==> src/rtl/core/oalt_pkg.sv <==
// Shared definitions for the ordered array list table.
// Holds field widths, operation codes, reset constants and the control structs.
// No dependencies.
package oalt_pkg;

   // Default sizing of the entry store.
   localparam int DEPTH_DEFAULT     = 16;
   localparam int WORD_BITS_DEFAULT = 32;

   // Fixed port field widths.
   localparam int KIND_BITS  = 3;
   localparam int POS_BITS   = 4;
   localparam int VALUE_BITS = 32;
   localparam int INDEX_BITS = 5;
   localparam int COUNT_BITS = 5;
   localparam int CAP_BITS   = 5;

   // Capacity register value after reset.
   localparam logic [CAP_BITS-1:0] CAP_RESET = 5'd16;

   // Found index reported when nothing matches (minus one).
   localparam logic [INDEX_BITS-1:0] FOUND_NONE = 5'h1F;

   // Operation codes.
   localparam logic [KIND_BITS-1:0] KIND_APPEND = 3'd0;
   localparam logic [KIND_BITS-1:0] KIND_INSERT = 3'd1;
   localparam logic [KIND_BITS-1:0] KIND_DELETE = 3'd2;
   localparam logic [KIND_BITS-1:0] KIND_EDIT   = 3'd3;
   localparam logic [KIND_BITS-1:0] KIND_GET    = 3'd4;
   localparam logic [KIND_BITS-1:0] KIND_FIND   = 3'd5;

   // Commands from the controller to the datapath.
   typedef struct packed {
      logic capture;     // latch the request fields
      logic decode;      // latch the reject decision
      logic do_append;   // write word at the end, count up
      logic do_edit;     // write word at position
      logic get_read;    // read entry at position
      logic ins_start;   // begin upward shift walk
      logic ins_step;    // one upward shift move
      logic ins_final;   // write word at position, count up
      logic dn_start;    // begin downward shift walk
      logic dn_step;     // one downward shift move
      logic del_commit;  // count down
      logic find_start;  // begin search walk
      logic find_step;   // one search compare
      logic load_rsp;    // load the result register
   } oalt_cmd_type;

   // Status from the datapath to the controller.
   typedef struct packed {
      logic rejected;
      logic is_append;
      logic is_insert;
      logic is_delete;
      logic is_edit;
      logic is_get;
      logic is_find;
      logic del_none;    // deleting the last entry, nothing to move
      logic find_none;   // list is empty
      logic shift_last;  // current shift move is the final one
      logic find_hit;    // read word equals the search word
      logic find_last;   // current compare is on the last entry
      logic out_busy;    // result register holds an untaken result
   } oalt_status_type;

endpackage

==> src/rtl/core/oalt_ram.sv <==
// Generic single-write, single-read RAM with a registered read port.
// No dependencies.
module oalt_ram #(
   parameter int WIDTH = 32,
   parameter int DEPTH = 16,
   localparam int ADDR_W = $clog2(DEPTH)
) (
   input  logic              clock,
   input  logic              wr_en,
   input  logic [ADDR_W-1:0] wr_addr,
   input  logic [WIDTH-1:0]  wr_data,
   input  logic              rd_en,
   input  logic [ADDR_W-1:0] rd_addr,
   output logic [WIDTH-1:0]  rd_data
);

   logic [WIDTH-1:0] mem_ff [DEPTH];
   logic [WIDTH-1:0] rd_data_ff;

   // Write port.
   always_ff @(posedge clock) begin
      if (wr_en) begin
         mem_ff[wr_addr] <= wr_data;
      end
   end

   // Read port; the data holds until the next read.
   always_ff @(posedge clock) begin
      if (rd_en) begin
         rd_data_ff <= mem_ff[rd_addr];
      end
   end

   assign rd_data = rd_data_ff;

endmodule

==> src/rtl/core/oalt_dpath.sv <==
// Datapath of the ordered array list table: operand latches, entry count,
// capacity register, entry store, walk index and result register.
// Depends on oalt_pkg and oalt_ram.
module oalt_dpath
   import oalt_pkg::*;
#(
   parameter int DEPTH     = DEPTH_DEFAULT,
   parameter int WORD_BITS = WORD_BITS_DEFAULT
) (
   input  logic                         clock,
   input  logic                         reset,
   input  logic [KIND_BITS-1:0]         req_kind,
   input  logic [POS_BITS-1:0]          req_position,
   input  logic signed [VALUE_BITS-1:0] req_value,
   input  logic                         csr_valid,
   input  logic [CAP_BITS-1:0]          csr_capacity_in_use,
   input  logic                         rsp_stall,
   output logic                         rsp_valid,
   output logic signed [VALUE_BITS-1:0] rsp_read_data,
   output logic signed [INDEX_BITS-1:0] rsp_found_index,
   output logic [COUNT_BITS-1:0]        rsp_entry_count,
   output logic                         rsp_is_full,
   output logic                         rsp_is_empty,
   output logic                         rsp_status,
   input  oalt_cmd_type                 cmd,
   output oalt_status_type              status
);

   localparam int ADDR_W = $clog2(DEPTH);
   localparam int CNT_W  = $clog2(DEPTH + 1);
   localparam int CMP_W  = (CNT_W > CAP_BITS) ? CNT_W : CAP_BITS;

   logic [KIND_BITS-1:0]  kind_ff;
   logic [POS_BITS-1:0]   pos_ff;
   logic [WORD_BITS-1:0]  word_ff;
   logic                  rej_ff, rej_in;
   logic [INDEX_BITS-1:0] found_ff, found_in;
   logic [ADDR_W-1:0]     idx_ff, idx_in;
   logic [CNT_W-1:0]      count_ff, count_in;
   logic [CAP_BITS-1:0]   cap_ff;

   logic                  rsp_valid_ff, rsp_valid_in;
   logic [VALUE_BITS-1:0] rsp_read_data_ff;
   logic [INDEX_BITS-1:0] rsp_found_ff;
   logic [COUNT_BITS-1:0] rsp_count_ff;
   logic                  rsp_full_ff, rsp_empty_ff, rsp_status_ff;

   logic [CMP_W-1:0]      count_w, pos_w, idx_w, cap_raw, depth_w, cap_eff;
   logic                  full, occupied, rejected;

   logic                  wr_en, rd_en;
   logic [ADDR_W-1:0]     wr_addr, rd_addr;
   logic [WORD_BITS-1:0]  wr_data, rd_data;

   // Operand latches, loaded when a request is accepted.
   always_ff @(posedge clock) begin
      if (cmd.capture) begin
         kind_ff <= req_kind;
         pos_ff  <= req_position;
         word_ff <= WORD_BITS'(req_value);
      end
   end

   // Common-width copies for the range checks.
   assign count_w = CMP_W'(count_ff);
   assign pos_w   = CMP_W'(pos_ff);
   assign idx_w   = CMP_W'(idx_ff);
   assign cap_raw = CMP_W'(cap_ff);
   assign depth_w = CMP_W'(DEPTH);
   assign cap_eff = (cap_raw > depth_w) ? depth_w : cap_raw;

   assign full     = count_w >= cap_eff;
   assign occupied = pos_w < count_w;

   // Reject decision for the latched operation.
   always_comb begin
      case (kind_ff)
         KIND_APPEND:                    rejected = full;
         KIND_INSERT:                    rejected = full || !occupied;
         KIND_DELETE, KIND_EDIT, KIND_GET: rejected = !occupied;
         KIND_FIND:                      rejected = 1'b0;
         default:                        rejected = 1'b1;
      endcase
   end

   // Status toward the controller.
   always_comb begin
      status.rejected   = rejected;
      status.is_append  = kind_ff == KIND_APPEND;
      status.is_insert  = kind_ff == KIND_INSERT;
      status.is_delete  = kind_ff == KIND_DELETE;
      status.is_edit    = kind_ff == KIND_EDIT;
      status.is_get     = kind_ff == KIND_GET;
      status.is_find    = kind_ff == KIND_FIND;
      status.del_none   = (pos_w + CMP_W'(1)) == count_w;
      status.find_none  = count_w == '0;
      status.shift_last = (kind_ff == KIND_INSERT) ? (idx_w == (pos_w + CMP_W'(1)))
                                                   : ((idx_w + CMP_W'(2)) == count_w);
      status.find_hit   = rd_data == word_ff;
      status.find_last  = (idx_w + CMP_W'(1)) == count_w;
      status.out_busy   = rsp_valid_ff && rsp_stall;
   end

   // Store port selection and walk index update.
   always_comb begin
      wr_en   = 1'b0;
      wr_addr = idx_ff;
      wr_data = rd_data;
      rd_en   = 1'b0;
      rd_addr = idx_ff;
      idx_in  = idx_ff;
      if (cmd.do_append) begin
         wr_en   = 1'b1;
         wr_addr = ADDR_W'(count_ff);
         wr_data = word_ff;
      end
      if (cmd.do_edit || cmd.ins_final) begin
         wr_en   = 1'b1;
         wr_addr = ADDR_W'(pos_ff);
         wr_data = word_ff;
      end
      if (cmd.get_read) begin
         rd_en   = 1'b1;
         rd_addr = ADDR_W'(pos_ff);
      end
      if (cmd.ins_start) begin
         rd_en   = 1'b1;
         rd_addr = ADDR_W'(count_ff - CNT_W'(1));
         idx_in  = ADDR_W'(count_ff);
      end
      if (cmd.ins_step) begin
         wr_en = 1'b1;
         if (!status.shift_last) begin
            rd_en   = 1'b1;
            rd_addr = (idx_ff - ADDR_W'(1)) - ADDR_W'(1);
            idx_in  = idx_ff - ADDR_W'(1);
         end
      end
      if (cmd.dn_start) begin
         rd_en   = 1'b1;
         rd_addr = ADDR_W'(pos_ff) + ADDR_W'(1);
         idx_in  = ADDR_W'(pos_ff);
      end
      if (cmd.dn_step) begin
         wr_en = 1'b1;
         if (!status.shift_last) begin
            rd_en   = 1'b1;
            rd_addr = (idx_ff + ADDR_W'(1)) + ADDR_W'(1);
            idx_in  = idx_ff + ADDR_W'(1);
         end
      end
      if (cmd.find_start) begin
         rd_en   = 1'b1;
         rd_addr = '0;
         idx_in  = '0;
      end
      if (cmd.find_step && !status.find_hit && !status.find_last) begin
         rd_en   = 1'b1;
         rd_addr = idx_ff + ADDR_W'(1);
         idx_in  = idx_ff + ADDR_W'(1);
      end
   end

   oalt_ram #(
      .WIDTH (WORD_BITS),
      .DEPTH (DEPTH)
   ) u_store (
      .clock   (clock),
      .wr_en   (wr_en),
      .wr_addr (wr_addr),
      .wr_data (wr_data),
      .rd_en   (rd_en),
      .rd_addr (rd_addr),
      .rd_data (rd_data)
   );

   // Next values of the per-item status registers and the count.
   always_comb begin
      rej_in   = rej_ff;
      found_in = found_ff;
      count_in = count_ff;
      if (cmd.capture) begin
         rej_in   = 1'b0;
         found_in = FOUND_NONE;
      end
      if (cmd.decode) begin
         rej_in = rejected;
      end
      if (cmd.find_step && status.find_hit) begin
         found_in = INDEX_BITS'(idx_ff);
      end
      if (cmd.do_append || cmd.ins_final) begin
         count_in = count_ff + CNT_W'(1);
      end else if (cmd.del_commit) begin
         count_in = count_ff - CNT_W'(1);
      end
   end

   always_ff @(posedge clock) begin
      rej_ff   <= rej_in;
      found_ff <= found_in;
      idx_ff   <= idx_in;
   end

   // Entry count and capacity register.
   always_ff @(posedge clock) begin
      if (reset) begin
         count_ff <= '0;
         cap_ff   <= CAP_RESET;
      end else begin
         count_ff <= count_in;
         if (csr_valid) begin
            cap_ff <= csr_capacity_in_use;
         end
      end
   end

   // Result register: set on load, cleared once the transfer completes.
   always_comb begin
      rsp_valid_in = rsp_valid_ff;
      if (cmd.load_rsp) begin
         rsp_valid_in = 1'b1;
      end else if (!rsp_stall) begin
         rsp_valid_in = 1'b0;
      end
   end

   always_ff @(posedge clock) begin
      if (reset) begin
         rsp_valid_ff <= 1'b0;
      end else begin
         rsp_valid_ff <= rsp_valid_in;
      end
   end

   always_ff @(posedge clock) begin
      if (cmd.load_rsp) begin
         rsp_read_data_ff <= (status.is_get && !rej_ff) ? VALUE_BITS'(rd_data) : '0;
         rsp_found_ff     <= found_ff;
         rsp_count_ff     <= COUNT_BITS'(count_ff);
         rsp_full_ff      <= full;
         rsp_empty_ff     <= count_ff == '0;
         rsp_status_ff    <= rej_ff;
      end
   end

   assign rsp_valid       = rsp_valid_ff;
   assign rsp_read_data   = rsp_read_data_ff;
   assign rsp_found_index = rsp_found_ff;
   assign rsp_entry_count = rsp_count_ff;
   assign rsp_is_full     = rsp_full_ff;
   assign rsp_is_empty    = rsp_empty_ff;
   assign rsp_status      = rsp_status_ff;

endmodule

==> src/rtl/core/oalt_ctrl.sv <==
// Controller of the ordered array list table: sequences each operation
// through decode, store walks and result load. Depends on oalt_pkg.
module oalt_ctrl
   import oalt_pkg::*;
(
   input  logic            clock,
   input  logic            reset,
   input  logic            req_valid,
   output logic            req_stall,
   input  oalt_status_type status,
   output oalt_cmd_type    cmd
);

   localparam logic [2:0] ST_IDLE      = 3'd0;
   localparam logic [2:0] ST_DECODE    = 3'd1;
   localparam logic [2:0] ST_INS_SHIFT = 3'd2;
   localparam logic [2:0] ST_INS_WRITE = 3'd3;
   localparam logic [2:0] ST_DEL_SHIFT = 3'd4;
   localparam logic [2:0] ST_FIND_SCAN = 3'd5;
   localparam logic [2:0] ST_FINISH    = 3'd6;

   logic [2:0] state_ff, state_in;

   // One operation at a time; new requests wait outside idle.
   assign req_stall = state_ff != ST_IDLE;

   // Next state and command decode.
   always_comb begin
      state_in = state_ff;
      cmd      = '0;
      case (state_ff)
         ST_IDLE: begin
            if (req_valid) begin
               cmd.capture = 1'b1;
               state_in    = ST_DECODE;
            end
         end
         ST_DECODE: begin
            cmd.decode = 1'b1;
            state_in   = ST_FINISH;
            if (status.rejected) begin
               state_in = ST_FINISH;
            end else if (status.is_append) begin
               cmd.do_append = 1'b1;
            end else if (status.is_edit) begin
               cmd.do_edit = 1'b1;
            end else if (status.is_get) begin
               cmd.get_read = 1'b1;
            end else if (status.is_insert) begin
               cmd.ins_start = 1'b1;
               state_in      = ST_INS_SHIFT;
            end else if (status.is_delete) begin
               if (status.del_none) begin
                  cmd.del_commit = 1'b1;
               end else begin
                  cmd.dn_start = 1'b1;
                  state_in     = ST_DEL_SHIFT;
               end
            end else if (status.is_find && !status.find_none) begin
               cmd.find_start = 1'b1;
               state_in       = ST_FIND_SCAN;
            end
         end
         ST_INS_SHIFT: begin
            cmd.ins_step = 1'b1;
            if (status.shift_last) begin
               state_in = ST_INS_WRITE;
            end
         end
         ST_INS_WRITE: begin
            cmd.ins_final = 1'b1;
            state_in      = ST_FINISH;
         end
         ST_DEL_SHIFT: begin
            cmd.dn_step = 1'b1;
            if (status.shift_last) begin
               cmd.del_commit = 1'b1;
               state_in       = ST_FINISH;
            end
         end
         ST_FIND_SCAN: begin
            cmd.find_step = 1'b1;
            if (status.find_hit || status.find_last) begin
               state_in = ST_FINISH;
            end
         end
         ST_FINISH: begin
            if (!status.out_busy) begin
               cmd.load_rsp = 1'b1;
               state_in     = ST_IDLE;
            end
         end
         default: begin
            state_in = ST_IDLE;
         end
      endcase
   end

   always_ff @(posedge clock) begin
      if (reset) begin
         state_ff <= ST_IDLE;
      end else begin
         state_ff <= state_in;
      end
   end

endmodule

==> src/rtl/core/ordered_array_list_table.sv <==
// Ordered array list table: append, insert, delete, edit, get and find on a
// list of signed words. Get, edit, append and rejected items go from decode
// straight to the result load; insert, delete and find first walk the store
// at one entry per cycle. A new request waits until the result of the last
// one is loaded. Reset empties the list and sets the capacity to 16; store
// contents stay.
module ordered_array_list_table
   import oalt_pkg::*;
#(
   parameter int DEPTH     = DEPTH_DEFAULT,
   parameter int WORD_BITS = WORD_BITS_DEFAULT
) (
   input  logic                         clock,
   input  logic                         reset,
   input  logic                         req_valid,
   output logic                         req_stall,
   input  logic [KIND_BITS-1:0]         req_kind,
   input  logic [POS_BITS-1:0]          req_position,
   input  logic signed [VALUE_BITS-1:0] req_value,
   output logic                         rsp_valid,
   input  logic                         rsp_stall,
   output logic signed [VALUE_BITS-1:0] rsp_read_data,
   output logic signed [INDEX_BITS-1:0] rsp_found_index,
   output logic [COUNT_BITS-1:0]        rsp_entry_count,
   output logic                         rsp_is_full,
   output logic                         rsp_is_empty,
   output logic                         rsp_status,
   input  logic                         csr_valid,
   output logic                         csr_ready,
   input  logic [CAP_BITS-1:0]          csr_capacity_in_use
);

   oalt_cmd_type    cmd;
   oalt_status_type status;

   // The capacity register takes a write in any cycle.
   assign csr_ready = 1'b1;

   oalt_ctrl u_ctrl (
      .clock     (clock),
      .reset     (reset),
      .req_valid (req_valid),
      .req_stall (req_stall),
      .status    (status),
      .cmd       (cmd)
   );

   oalt_dpath #(
      .DEPTH     (DEPTH),
      .WORD_BITS (WORD_BITS)
   ) u_dpath (
      .clock               (clock),
      .reset               (reset),
      .req_kind            (req_kind),
      .req_position        (req_position),
      .req_value           (req_value),
      .csr_valid           (csr_valid && csr_ready),
      .csr_capacity_in_use (csr_capacity_in_use),
      .rsp_stall           (rsp_stall),
      .rsp_valid           (rsp_valid),
      .rsp_read_data       (rsp_read_data),
      .rsp_found_index     (rsp_found_index),
      .rsp_entry_count     (rsp_entry_count),
      .rsp_is_full         (rsp_is_full),
      .rsp_is_empty        (rsp_is_empty),
      .rsp_status          (rsp_status),
      .cmd                 (cmd),
      .status              (status)
   );

   // The store has one write port, so at most one write command per cycle.
   a_one_writer: assert property (@(posedge clock) disable iff (reset)
      $onehot0({cmd.do_append, cmd.do_edit, cmd.ins_step, cmd.dn_step, cmd.ins_final}))
      else $error("more than one store write in a cycle");

   // A result is never loaded over one that is still waiting.
   a_no_overwrite: assert property (@(posedge clock) disable iff (reset)
      cmd.load_rsp |-> !(rsp_valid && rsp_stall))
      else $error("result register overwritten while stalled");

   // After a request transfer the block is busy with it.
   a_busy_after_accept: assert property (@(posedge clock) disable iff (reset)
      (req_valid && !req_stall) |=> req_stall)
      else $error("request accepted while an operation is in progress");

endmodule
==> config.mk <==
export PLATFORM = sky130hd
export DESIGN_NAME = ordered_array_list_table
export DESIGN_NICKNAME = d
export VERILOG_FILES = /design/src/rtl/core/oalt_pkg.sv /design/src/rtl/core/oalt_ram.sv /design/src/rtl/core/oalt_dpath.sv /design/src/rtl/core/oalt_ctrl.sv /design/src/rtl/core/ordered_array_list_table.sv
export SDC_FILE = /design/constraint.sdc
export NUM_CORES = 1
export LEC_CHECK = 0
export BUFFER_PORTS_ARGS = -buffer_cell sky130_fd_sc_hd__buf_2
export CAP_MARGIN = 20
export CORE_MARGIN = 5
export CORE_UTILIZATION = 40
export DETAILED_ROUTE_END_ITERATION = 8
export GPL_TIMING_DRIVEN = 0
export PLACE_DENSITY_LB_ADDON = 0.25
export SLEW_MARGIN = 10
export SYNTH_ARGS = -nofsm -noshare
export SYNTH_HDL_FRONTEND = slang
export SYNTH_SLANG_ARGS = --single-unit
==> constraint.sdc <==
create_clock -name clock -period 5.85 [get_ports clock]
set_input_delay 1.17 -clock clock [delete_from_list [all_inputs] [get_ports clock]]
set_output_delay 1.17 -clock clock [all_outputs]
set_load 0.05 [all_outputs]
==> run metrics <==
DRC=0; Final Skew=roughly 0.018 ns; Critical Path Fanout Max=10; Pwr Total=between 20 and 25 mW; worst hold path type=reg -> reg; P_leak=10.8 nW; nets=1934; final setup violation count=0; vias=~16k; detail-routed via count per cell=about 5.5; Hold Slack=0.414 ns; # rows=96; postcts setup bufs=0; Most used DFF post-synth=edfxtp_1; pin count of the biggest net entering global routing=25; syn_nets=~1.7k; TritonRoute pass-1 iters=5; area grow syn2layout=16.1%; 1st-iter DRT viols=1622; latest clock arrival within the worst-skew pair=about 0.61 ns; r2r startpoint=u_dpath.u_store.rd_data[25]; clock sinks=652; fmax=between 0.15 and 0.2 GHz; RR Endpoint=u_dpath.u_store.rd_data[12]; final antenna-violating net count=0; die footprint=roughly 74000 um2; post-DP HPWL=47500 um; VDD IR max=around 0.43 mV; GRT overflow=0; fin util=0.466; pre-CTS worst setup slack=-0.0738 ns; Worst Reg2Reg Path Length in Cells=12; Port Buffers=94; period utilisation layout=0.960; GRT Total Usage=0.189; Worst-Margin Slew=just over 1 ns; Seq/Total Area, Yosys=0.708; worst-path cell chain=xnor2_1, nand4_1, nor4_4, a211oi_2, buf_2, a21o_1, a31oi_2, buf_2, nand3b_1, clkbuf_1, o221ai_1, a221o_1; CTS tree=built; cell area after layout=31800 um2; top-count cell post-synth=edfxtp_1; clk root buf=clkbuf_16; WHS Path Cells=0; hold endpoint=u_dpath.rsp_found_index[0]; wire length per cell=about 25 um; yosys warns=0; CTS hold repair buffers=0; status=complete, no violations; r2r setup slk=0.24 ns; placed insts=2675; I/O pins=97; crit path launch type=flop; pwr dens=roughly 640 nW/um2; RSZ-0062 raised after global routing=false; leading area contributor after synthesis=edfxtp_1; Avg Cell Area, Syn=approximately 16 um2; antenna cells=0; post-layout minimum cycle time=5.61 ns; proportion of layout cells with a drive suffix above 1=0.191; FFs w/ async S/R, synth=0; number of antenna violations at the first check in global routing=1; Initial Util=0.401; clock buffer count from CTS=71; CTS Buffer Depth=3; Worst slew margin=0.325; synthesized cell area=27400 um2; Synth Instances=between 1.5k and 2k; vias in the first global route=about 16k; slowest stage cell, crit path=xnor2_1; Worst EP required=between 6 and 7 ns; Hold Crit Start=u_dpath.found_ff[0]; post-synth top area share=0.694; Die Width=about 270 um; Synth area leaders=edfxtp_1 69%, mux2i_1 6.1%, mux4_2 2.6%, xnor2_1 1.7%, mux2_2 1.4%; Cell variety after synth=between 70 and 80; die height=272 um; Worst EP arrival=approximately 6 ns; Area after DPL=~30000 um2; max cap viols=0; first-pass GRT wire length=about 100000 um; Synth top cells by count=633 x edfxtp_1, 167 x mux2i_1, 79 x inv_1; setup TNS=0 ns; Post-Layout Cell Count=2803; CP Class=reg -> reg; worst setup margin=roughly 0.24 ns; core area=between 60000 and 70000 um2; GPL Wtd Cong=between 0.8 and 0.9; synthesized flop and latch total=around 650; Fin. Hold Viols=0; clock slew at the register clock pins of the worst setup and hold paths=~0.060 ns; most frequent CP cell=buf_2; CP endpoint kind=flop; Routed WL=70300 um; Max Slew Vio Count=0; H-tree levels=3; Largest stage delay, worst path=0.68 ns; EDFF count, synth=between 600 and 700
state kept, by name (all words and copies together), names as in the netlist, 5 cells and up:
signal and flops:
u_dpath.rsp_entry_count 5, u_dpath.count_ff 5, u_dpath.rsp_found_index 5, u_dpath.cap_ff 5
u_dpath.found_ff 5, u_dpath.u_store.mem_ff 512, u_dpath.u_store.rd_data 32, u_dpath.rsp_read_data 32
u_dpath.word_ff 32
layout make-up:
type                       instances  area [um2]
fill                            5864       36500
sequential                       652       19400
multi-input combinational        848        7320
clock buffer                      90        1910
tap                              882        1100
timing repair buffer             115         953
buffer                            98         536
inverter                          80         300
clock inverter                    38         265
timing repair:
item                                    CTS  global route
gates resized for setup                   1             3
endpoints found under the hold margin     0             0
endpoints found under the setup margin   26            27
pin swaps                                 0             0
report_power, final:
group,switching (mW),internal [mW],total (mW)
sequential,0.306,6.72,7.03
clock,1.79,2.44,4.23
combinational,5.83,3.38,9.22
critical path, delay by kind of cell, from the launching register on:
kind,cells,cell delay [ns]
AND/OR/NAND/NOR,3,1.42
XOR/XNOR,1,0.68
flip-flops,1,0.49
buffers and inverters,3,1.14
AO/OA/AOI/OAI,5,1.60
how the worst max path moves through the flow:
stage                                startpoint                              to  depth (start not counted)
global route                  u_dpath.idx_ff[1]     u_dpath.u_store.rd_data[12]                         16
global placement            u_dpath.count_ff[1]  u_dpath.u_store.mem_ff[11][19]                         11
CTS                 u_dpath.u_store.rd_data[25]     u_dpath.u_store.rd_data[21]                         12
floorplan                   u_dpath.count_ff[1]    u_dpath.u_store.mem_ff[7][0]                         14
finish              u_dpath.u_store.rd_data[25]     u_dpath.u_store.rd_data[12]                         12
detailed placement  u_dpath.u_store.rd_data[25]     u_dpath.u_store.rd_data[21]                         12
per-layer routing:
layer,up-vias,GRT usage,share of wire
met2,504,0.304,0.47
met5,-,0,0
met4,0,0.0453,0.021
li1,6985,-,-
met3,99,0.0334,0.061
met1,7956,0.269,0.45
cell families (layout without fill, tap and decap cells):
kind of cell	after synthesis	in the layout	share of synthesized area
fa+ha+maj	19	19	0.00868
simple gates	237	237	0.0442
flops	652	652	0.708
other cells	1	1	0.000137
mux	234	234	0.102
compound gates	292	292	0.0853
xor+xnor	65	65	0.0213
buf+inv	178	421	0.0303
cell usage in the layout, fill, tap and decap left out, drive strengths merged, types with 19 or more instances in the layout:
| cell | netlist | routed |
|---|---|---|
| edfxtp | 633 | 633 |
| o21a | 36 | 36 |
| a211oi | 37 | 37 |
| nand2 | 74 | 74 |
| a21oi | 22 | 22 |
| o221ai | 32 | 32 |
| a211o | 33 | 33 |
| a2111oi | 34 | 34 |
| clkbuf | 43 | 132 |
| xnor2 | 54 | 54 |
| ha | 19 | 19 |
| and2 | 33 | 33 |
| mux2 | 35 | 35 |
| a221o | 33 | 33 |
| inv | 79 | 81 |
| mux2i | 167 | 167 |
| o21ai | 27 | 27 |
| dfxtp | 19 | 19 |
| nor2 | 53 | 53 |
| clkinv | 1 | 33 |
| buf | 55 | 170 |
| mux4 | 32 | 32 |
No activity file was read; power rests on OpenSTA's default activity.
